## config.mk

```make
export PLATFORM = sky130hd
export DESIGN_NAME = pse_ctrl_flat
export DESIGN_NICKNAME = d
export VERILOG_FILES = /design/src/rtl/pse_pkg.sv /design/src/rtl/pse_if.sv /design/src/rtl/pse_ctrl.sv /design/src/flat_wrapper.sv
export SDC_FILE = /design/constraint.sdc
export NUM_CORES = 1
export LEC_CHECK = 0
export BUFFER_PORTS_ARGS = -buffer_cell sky130_fd_sc_hd__buf_2
export CAP_MARGIN = 20
export CORE_UTILIZATION = 45
export DETAILED_ROUTE_END_ITERATION = 10
export PLACE_DENSITY = 0.76
export SYNTH_ARGS = -nofsm -noshare
export SYNTH_HDL_FRONTEND = slang
export SYNTH_SLANG_ARGS = --single-unit
```

## constraint.sdc

```tcl
create_clock -name i_clk -period 5.4 [get_ports i_clk]
set_input_delay 0.27 -clock i_clk [delete_from_list [all_inputs] [get_ports i_clk]]
set_output_delay 0.27 -clock i_clk [all_outputs]
set_load 0.005 [all_outputs]
```

## src/rtl/pse_pkg.sv

```systemverilog
// ----------------------------------------------------------------------------
// pse_pkg: shared types and constants for the postfix stack evaluator
// Character codes, status codes, controller states and command structs.
// ----------------------------------------------------------------------------
package pse_pkg;

    localparam int STACK_DEPTH = 64;
    localparam int SP_W  = $clog2(STACK_DEPTH);
    localparam int CNT_W = $clog2(STACK_DEPTH + 1);

    localparam logic [7:0] CH_NUL   = 8'h00;
    localparam logic [7:0] CH_ZERO  = 8'h30;
    localparam logic [7:0] CH_NINE  = 8'h39;
    localparam logic [7:0] CH_PLUS  = 8'h2B;
    localparam logic [7:0] CH_MINUS = 8'h2D;
    localparam logic [7:0] CH_STAR  = 8'h2A;
    localparam logic [7:0] CH_SLASH = 8'h2F;
    localparam logic [7:0] CH_PCT   = 8'h25;
    localparam logic [7:0] CH_DOLL  = 8'h24;

    localparam logic [2:0] ST_OK        = 3'd0;
    localparam logic [2:0] ST_OVERFLOW  = 3'd1;
    localparam logic [2:0] ST_UNDERFLOW = 3'd2;
    localparam logic [2:0] ST_INVALID   = 3'd3;
    localparam logic [2:0] ST_DIVZERO   = 3'd4;

    typedef enum logic [2:0] {
        OP_ADD, OP_SUB, OP_MUL, OP_DIV, OP_MOD, OP_POW
    } t_op;

    typedef enum logic [3:0] {
        S_IDLE, S_RD_TOP, S_WAIT_TOP, S_RD_L, S_WAIT_L, S_RD_R, S_WAIT_R,
        S_EXEC, S_RUN, S_OUT
    } t_state;

    // controller -> datapath
    typedef struct packed {
        logic clr_cnt;
        logic push_digit;   // write digit at count, count++
        logic rd_top;       // read entry count-1
        logic rd_second;    // read entry count-2
        logic lat_r;        // latch read data as right operand
        logic lat_l;        // latch read data as left operand
        logic start;        // launch op
        logic write_res;    // write result at count-2, count--
        t_op  op;
    } t_cmd;

    // datapath -> controller
    typedef struct packed {
        logic [CNT_W-1:0] cnt;
        logic             busy;
        logic             rhs_zero;
    } t_stat;

endpackage

```

## src/rtl/pse_if.sv

```systemverilog
// ----------------------------------------------------------------------------
// pse_sym_if / pse_res_if: valid/ready channels of the evaluator
// Input character channel and result channel.
// ----------------------------------------------------------------------------
interface pse_sym_if;
    logic       valid;
    logic       ready;
    logic [7:0] symbol;
    modport source (output valid, output symbol, input ready);
    modport sink   (input valid, input symbol, output ready);
endinterface

interface pse_res_if;
    logic               valid;
    logic               ready;
    logic signed [31:0] value;
    logic [2:0]         status;
    modport source (output valid, output value, output status, input ready);
    modport sink   (input valid, input value, input status, output ready);
endinterface

```

## src/rtl/pse_ctrl.sv

```systemverilog
// ----------------------------------------------------------------------------
// pse_ctrl: character decode and sequencing FSM
// Classifies each character, drives the datapath and forms result items.
// ----------------------------------------------------------------------------
module pse_ctrl (
    input  logic           i_clk,
    input  logic           i_rst_n,
    pse_sym_if.sink        sym,
    pse_res_if.source      res,
    output pse_pkg::t_cmd  o_cmd,
    output logic [3:0]     o_digit,
    input  pse_pkg::t_stat i_stat,
    input  logic [31:0]    i_top
);
    pse_pkg::t_state r_state, n_state;
    logic        r_err, n_err;
    logic        r_ovalid, n_ovalid;
    logic [31:0] r_oval, n_oval;
    logic [2:0]  r_ost, n_ost;
    pse_pkg::t_op r_op, n_op;
    logic        accept, is_digit, is_op, out_free;
    pse_pkg::t_op dec_op;

    assign out_free = !r_ovalid || res.ready;
    assign accept   = sym.valid && sym.ready;
    assign is_digit = sym.symbol >= pse_pkg::CH_ZERO && sym.symbol <= pse_pkg::CH_NINE;
    assign o_digit  = sym.symbol[3:0];

    always_comb begin
        is_op  = 1'b1;
        dec_op = pse_pkg::OP_ADD;
        case (sym.symbol)
            pse_pkg::CH_PLUS:  dec_op = pse_pkg::OP_ADD;
            pse_pkg::CH_MINUS: dec_op = pse_pkg::OP_SUB;
            pse_pkg::CH_STAR:  dec_op = pse_pkg::OP_MUL;
            pse_pkg::CH_SLASH: dec_op = pse_pkg::OP_DIV;
            pse_pkg::CH_PCT:   dec_op = pse_pkg::OP_MOD;
            pse_pkg::CH_DOLL:  dec_op = pse_pkg::OP_POW;
            default:           is_op  = 1'b0;
        endcase
    end

    always_ff @(posedge i_clk) begin
        if (!i_rst_n) begin
            r_state  <= pse_pkg::S_IDLE;
            r_err    <= 1'b0;
            r_ovalid <= 1'b0;
        end else begin
            r_state  <= n_state;
            r_err    <= n_err;
            r_ovalid <= n_ovalid;
        end
        r_oval <= n_oval;
        r_ost  <= n_ost;
        r_op   <= n_op;
    end

    always_comb begin
        n_state  = r_state;
        n_err    = r_err;
        n_ovalid = r_ovalid;
        n_oval   = r_oval;
        n_ost    = r_ost;
        n_op     = r_op;
        o_cmd    = '0;
        o_cmd.op = r_op;
        sym.ready = 1'b0;
        if (res.ready)
            n_ovalid = 1'b0;
        unique case (r_state)
            pse_pkg::S_IDLE: begin
                sym.ready = out_free;
                if (accept) begin
                    if (sym.symbol == pse_pkg::CH_NUL) begin
                        o_cmd.clr_cnt = 1'b1;
                        n_err = 1'b0;
                        if (!r_err) begin
                            if (i_stat.cnt == '0) begin
                                n_ovalid = 1'b1;
                                n_oval   = '0;
                                n_ost    = pse_pkg::ST_UNDERFLOW;
                            end else begin
                                o_cmd.rd_top = 1'b1;
                                o_cmd.clr_cnt = 1'b0;
                                n_state = pse_pkg::S_WAIT_TOP;
                            end
                        end
                    end else if (!r_err) begin
                        if (is_digit) begin
                            if (i_stat.cnt == pse_pkg::CNT_W'(pse_pkg::STACK_DEPTH)) begin
                                n_err = 1'b1; n_ovalid = 1'b1;
                                n_oval = '0; n_ost = pse_pkg::ST_OVERFLOW;
                            end else begin
                                o_cmd.push_digit = 1'b1;
                            end
                        end else if (i_stat.cnt < pse_pkg::CNT_W'(2)) begin
                            n_err = 1'b1; n_ovalid = 1'b1;
                            n_oval = '0; n_ost = pse_pkg::ST_UNDERFLOW;
                        end else if (!is_op) begin
                            n_err = 1'b1; n_ovalid = 1'b1;
                            n_oval = '0; n_ost = pse_pkg::ST_INVALID;
                        end else begin
                            n_op = dec_op;
                            o_cmd.rd_top = 1'b1;
                            n_state = pse_pkg::S_WAIT_R;
                        end
                    end
                end
            end
            pse_pkg::S_WAIT_TOP: begin
                o_cmd.clr_cnt = 1'b1;
                n_state = pse_pkg::S_OUT;
            end
            pse_pkg::S_OUT: begin
                if (out_free) begin
                    n_ovalid = 1'b1;
                    n_oval   = i_top;
                    n_ost    = pse_pkg::ST_OK;
                    n_state  = pse_pkg::S_IDLE;
                end
            end
            pse_pkg::S_WAIT_R: begin
                o_cmd.lat_r = 1'b1;
                o_cmd.rd_second = 1'b1;
                n_state = pse_pkg::S_WAIT_L;
            end
            pse_pkg::S_WAIT_L: begin
                o_cmd.lat_l = 1'b1;
                n_state = pse_pkg::S_EXEC;
            end
            pse_pkg::S_EXEC: begin
                if ((r_op == pse_pkg::OP_DIV || r_op == pse_pkg::OP_MOD)
                        && i_stat.rhs_zero) begin
                    if (out_free) begin
                        n_err = 1'b1; n_ovalid = 1'b1;
                        n_oval = '0; n_ost = pse_pkg::ST_DIVZERO;
                        n_state = pse_pkg::S_IDLE;
                    end
                end else begin
                    o_cmd.start = 1'b1;
                    n_state = pse_pkg::S_RUN;
                end
            end
            pse_pkg::S_RUN: begin
                if (!i_stat.busy) begin
                    o_cmd.write_res = 1'b1;
                    n_state = pse_pkg::S_IDLE;
                end
            end
            default: n_state = pse_pkg::S_IDLE;
        endcase
    end

    assign res.valid  = r_ovalid;
    assign res.value  = r_oval;
    assign res.status = r_ost;

    a_err_zero: assert property (@(posedge i_clk) disable iff (!i_rst_n)
        r_ovalid && r_ost != pse_pkg::ST_OK |-> r_oval == '0)
        else $error("error result with nonzero value");
    a_hold: assert property (@(posedge i_clk) disable iff (!i_rst_n)
        r_ovalid && !res.ready |=> r_ovalid && $stable(r_oval) && $stable(r_ost))
        else $error("result changed under stall");
    a_busy_ready: assert property (@(posedge i_clk) disable iff (!i_rst_n)
        r_state != pse_pkg::S_IDLE |-> !sym.ready)
        else $error("input taken while busy");
endmodule

```

## src/flat_wrapper.sv

```systemverilog
// flat-port wrapper written by rule: the top's interface ports become plain ports
module pse_ctrl_flat 
  (i_clk, i_rst_n, o_cmd, o_digit, i_stat, i_top, sym_valid, sym_symbol, sym_ready, res_valid, res_value, res_status, res_ready);
  pse_sym_if sym_i ();
  pse_res_if res_i ();
  input  logic i_clk;
  input  logic i_rst_n;
  output pse_pkg::t_cmd o_cmd;
  output logic [3:0] o_digit;
  input  pse_pkg::t_stat i_stat;
  input  logic [31:0] i_top;
  input wire logic [$bits(sym_i.valid)-1:0] sym_valid;
  input wire logic [$bits(sym_i.symbol)-1:0] sym_symbol;
  output wire logic [$bits(sym_i.ready)-1:0] sym_ready;
  output wire logic [$bits(res_i.valid)-1:0] res_valid;
  output wire logic [$bits(res_i.value)-1:0] res_value;
  output wire logic [$bits(res_i.status)-1:0] res_status;
  input wire logic [$bits(res_i.ready)-1:0] res_ready;
  assign sym_i.valid = sym_valid;
  assign sym_i.symbol = sym_symbol;
  assign sym_ready = sym_i.ready;
  assign res_valid = res_i.valid;
  assign res_value = res_i.value;
  assign res_status = res_i.status;
  assign res_i.ready = res_ready;
  pse_ctrl u_core (.i_clk(i_clk), .i_rst_n(i_rst_n), .sym(sym_i), .res(res_i), .o_cmd(o_cmd), .o_digit(o_digit), .i_stat(i_stat), .i_top(i_top));
endmodule
```

==> Word level (Yosys, flattened, before mapping) <==
Index checks and enable logic that the tools add are counted.
{ "word_totals": {"regBits": 44, "out_inout_bits": 52} }
{ "classes": {"n_lt_le_gt_ge": 3, "n_eq_ne": 28, "mux": 86, "n_bitwise": 4, "n_reduce_logical": 16} }
{ "op_table": {"columns": ["cell", "n"], "rows": [
  ["2-to-1 mux 32 bit", 12],
  ["one-hot mux 32 bit (3 select lines)", 1],
  ["equality test 8 x 6 -> 1 bit, second input constant", 6],
  ["2-to-1 mux 4 bit", 11],
  ["2-to-1 mux 1 bit", 40],
  ["2-to-1 mux 3 bit", 13],
  ["one-hot mux 4 bit (7 select lines)", 1],
  ["one-hot mux 3 bit (5 select lines)", 1],
  ["AND reduction 7 bit", 2],
  ["equality test 4 x 3 -> 1 bit, second input constant", 3],
  ["!= test 3 bit, second input constant", 3],
  ["one-hot mux 3 bit (3 select lines)", 1],
  ["AND reduction 9 bit", 1],
  ["equality test 4 bit, second input constant", 2],
  [">= comparator 8 x 6 -> 1 bit, second input constant", 1],
  ["<= comparator 8 x 6 -> 1 bit, second input constant", 1],
  ["logical NOT 8 bit", 1],
  ["!= test 2 x 1 -> 1 bit, second input constant", 4],
  ["equality test 7 bit, second input constant", 1],
  ["logical NOT 7 bit", 1],
  ["< comparator 7 x 2 -> 1 bit, second input constant", 1],
  ["2-to-1 mux 2 bit", 3],
  ["OR reduction 6 bit", 1],
  ["!= test 5 x 4 -> 1 bit, second input constant", 1],
  ["17 further kinds", 25]
]} }

==> Longest topological paths before layout <==
{ "depth": {"depth_word": 10, "depth_mapped": 6, "mapped_depth_nobuf": 5} }

==> Least setup slack after synthesis <==
OpenSTA, ideal clock, no wires.
{ "synth_path": {"path_type": "input-to-reg", "start": "in i_stat[3] (netlist name)", "end": "reg u_core.r_ost[0], in the netlist u_core.res.status[0] (enable)", "setup_time_ps": 481, "t_arrival_ps": 4083, "required_ps": 4919, "path_slack_ps": 836, "cell_stages": 5, "n_path_buf": 0, "cell_sequence": "or4_4 -> or3_4 -> o21ai_0 -> a21oi_1 -> a211oi_1"} }
{ "synth_via": {"elab_chain_cells": 3, "word_cells_on_any_way": 7} }
{ "synth_lines": {"columns": ["element", "line", "rtl"], "rows": [
  ["from (decl)", "flat_wrapper.sv:10", "input pse_pkg::t_stat i_stat;"],
  ["< comparator 7 x 2 -> 1 bit, or another cell as far along", "pse_ctrl.sv:96", "end else if (i_stat.cnt < pse_pkg::CNT_W'(2)) begin"],
  ["!= test 5 x 4 -> 1 bit (no line), or another cell as far along", null, null],
  ["AND reduction 9 bit (no line) (*)", null, null],
  ["to (signal assigned)", "pse_ctrl.sv:54", "r_ost <= n_ost;"],
  ["to (decl)", "pse_ctrl.sv:19", "logic [2:0] r_ost, n_ost;"]
]} }
Every way passes the cells marked *; elsewhere a longest branch is shown, timed or not.
A chain may end at the register's enable or synchronous reset.

==> metrics <==
Ports=105; Overflow after GRT=0; clock transition at the registers of the reported paths=0.09 ns; Worst setup SP type=flip-flop; Routed WL=4765 um; flops & latches, synth=44; Post-Syn Area per Cell=11.34 um2; clock share of power=34.2%; Post-Route Utilization=60.77%; register area share after synthesis=57.63%; final setup fails=0; share of cells above drive strength 1=43.49%; drt via density=5.451; Syn Std Cell Area=0.002188 mm2; CP cell instances=buf_4 > or4_1 > nor2_1 > and3_1 > o21ai_0 > nand2_1 > buf_2; Worst-Skew Late Latency=0.29 ns; crit path time final=2.450 ns; RD Place Congestion=0.8100; Slew @ Worst Pin=0.7255 ns; Post-CTS Resized=0; PwrDens=257.1 mW/mm2; Sw Share=22.18%; Post-Place Cell Area=0.002736 mm2; switching pwr=0.0001626 W; IO buf count=104; GR Util All Layers=18.08%; Post-Synthesis Cells=193; crit path DAT=2.18 ns; hold buffer count at CTS=0; initial antenna violation count=0; final setup skew=0.005550 ns; Core ar.=0.004692 mm2; LEAKAGE=1.304 nW; hold path cells=2; max-slew violations=0; maximum clock rate=408.2 MHz; P&R area growth vs syn=30.30%; critical path class=reg2out; die area=0.005146 mm2; TritonCTS clock tree=done; chip height=71.74 um; worst reg-to-reg setup slack=3.06 ns; CTS sink cnt=44; register area=0.001261 mm2; post-CTS setup buffers=0; worst setup path start=u_core.r_state[0]; number of synthesized flops with an enable pin=38; vias in the first global route=1648; Synth async-reset ratio=0%; origin of the critical flop-to-flop path=u_core.r_state[0]; Row Count=25; Worst EP required=5.13 ns; worst vdd ir=0.1129 mV; Hold EP=u_core.r_state[3]; DR WL/cell=13.77 um; TritonCTS Buffers=5; Final ANT Viol Nets=0; Die W=71.74 um; Synthesized Nets=246; Rel. slew slack=51.19%; DRC violations left=0; commonest non-fill, non-tap cell in the layout=buf_2; yosys warns=0; setup TNS=0 ns; status=completed; CTS HTree Levels=2; Synth cell types=45; CTS Buffer Depth=2; hold_sp=i_rst_n; combinational share of power=11.6%; R2R depth=6; Final Hold Vio Count=0; root buf cell=clkbuf_8; Pre-antenna DRT Iters=4; worst r2r dst=u_core.res.value[8]; hold crit path type=in2reg; DPL Wire Length=3455 um; ys flop type=edfxtp_1; area taken by multi-input logic gates=857.1 um2; first-pass GRT wire length=7348 um; period utilization=45.37%; final instance area=0.002851 mm2; Crit-path slowest cell=or4_1; slowest stage delay, CP=0.61 ns; starting density of the core=46.64%; Iter 0 DRT Violations=89; highest-count cells in the layout ignoring fill and taps=buf_2 (104), edfxtp_1 (38), and3_1 (33), nand2_1 (11), nor2_1 (9); Max Cap Viol=0; Flop pwr share=54.2%; Antenna Cells=0; RSZ-0062 raised after global routing=false; # nets final=344; Setup crit end kind=output port; CP Max Fanout=36; Fillers=401; largest net degree at the start of global routing=37; Vias=1886; Int Power=0.0005705 W
==> per-layer routing <==
layer,vias up,part of all wire (%),routed length [um],GRT usage [%]
met1,877,44,2083,22.08
met3,2,7.1,339,4.641
li1,930,-,-,-
met4,0,0.63,30,5.229
met2,77,49,2312,31.55
met5,-,0,0,0
==> area by class of cell <==
class                           count  share of cell area, %
Sequential cell                    44                  44.23
Inverter                            2                 0.2633
Tap cell                           54                  2.369
Timing Repair Buffer              107                  19.04
Clock buffer                        5                  2.413
Multi-Input combinational cell    131                  30.06
Clock inverter                      3                  1.624
==> power by group through the flow <==
stage | Sequential [W] | Combinational, W | Clock (W)
after floorplan | 0.000410 | 0.0000330 | 0
after global placement | 0.000405 | 0.0000850 | 0
after detailed placement | 0.000405 | 0.0000852 | 0
after CTS | 0.000397 | 0.0000855 | 0.000256
after global routing | 0.000399 | 0.0000935 | 0.000271
final | 0.000397 | 0.0000852 | 0.000251
==> kinds of logic (layout without fill, tap and decap cells) <==
family          after synthesis  count (layout)  share of synthesized area, %
mux                           2               2                        0.9720
compound gates               26              26                         8.176
xor+xnor                      1               1                        0.4003
flops                        44              44                         57.63
simple gates                102             102                         28.82
buf+inv                      18             117                         4.003
==> registers in the layout, summed over array words and instances (netlist names) <==
register and cells:
u_core.res.valid 1, u_core.r_op 3, u_core.res.status 3, u_core.r_state 4, u_core.res.value 32, u_core.r_err 1
==> worst max path at each step <==
| stage | cells past startpoint | slack (ns) | to |
|---|---|---|---|
| after global routing | 7 | 2.78 | o_cmd[10] |
| final | 7 | 2.95 | o_cmd[10] |
| after detailed placement | 7 | 2.80 | u_core.res.value[14] |
| after CTS | 7 | 2.93 | o_cmd[10] |
| after global placement | 7 | 2.85 | u_core.res.value[1] |
| after floorplan | 5 | 0.84 | u_core.res.status[0] |
==> worst max-delay path, delay by kind of cell, from the launching register on <==
| family | cells | cell delay [ns] |
|---|---|---|
| flops | 1 | 0.41 |
| simple gates | 4 | 1.02 |
| buf+inv | 2 | 0.37 |
| compound gates | 1 | 0.08 |
==> per-stage QoR <==
stage	hold WS (ns)	cells	total power (W)	worst slack, ns
5_1_grt	0.2485	346	0.0007644	2.783
4_1_cts	0.2422	346	0.0007392	2.928
2_1_floorplan	0.3875	193	0.0004427	0.8361
3_3_place_gp	0.5512	338	0.0004898	2.850
6_report	0.2456	346	0.0007331	2.950
3_5_place_dp	0.5508	338	0.0004905	2.800
==> synthesized netlist by cell type (3+ instances only) <==
| cell | instances | share of area, % |
|---|---|---|
| a21oi_1 | 7 | 1.6 |
| nor2b_1 | 5 | 1.4 |
| dfxtp_1 | 6 | 5.5 |
| nand2_1 | 11 | 1.9 |
| nor3b_1 | 6 | 2.1 |
| nor4b_1 | 4 | 1.6 |
| nor4_1 | 4 | 1.1 |
| nor2_1 | 9 | 1.5 |
| nor3_1 | 6 | 1.4 |
| buf_4 | 5 | 1.7 |
| clkbuf_1 | 10 | 1.7 |
| nand3_1 | 5 | 1.1 |
| o21ai_0 | 4 | 0.91 |
| and3_1 | 33 | 9.4 |
| edfxtp_1 | 38 | 52 |
| a31oi_1 | 3 | 0.86 |
No activity file was read; power rests on OpenSTA's default activity.
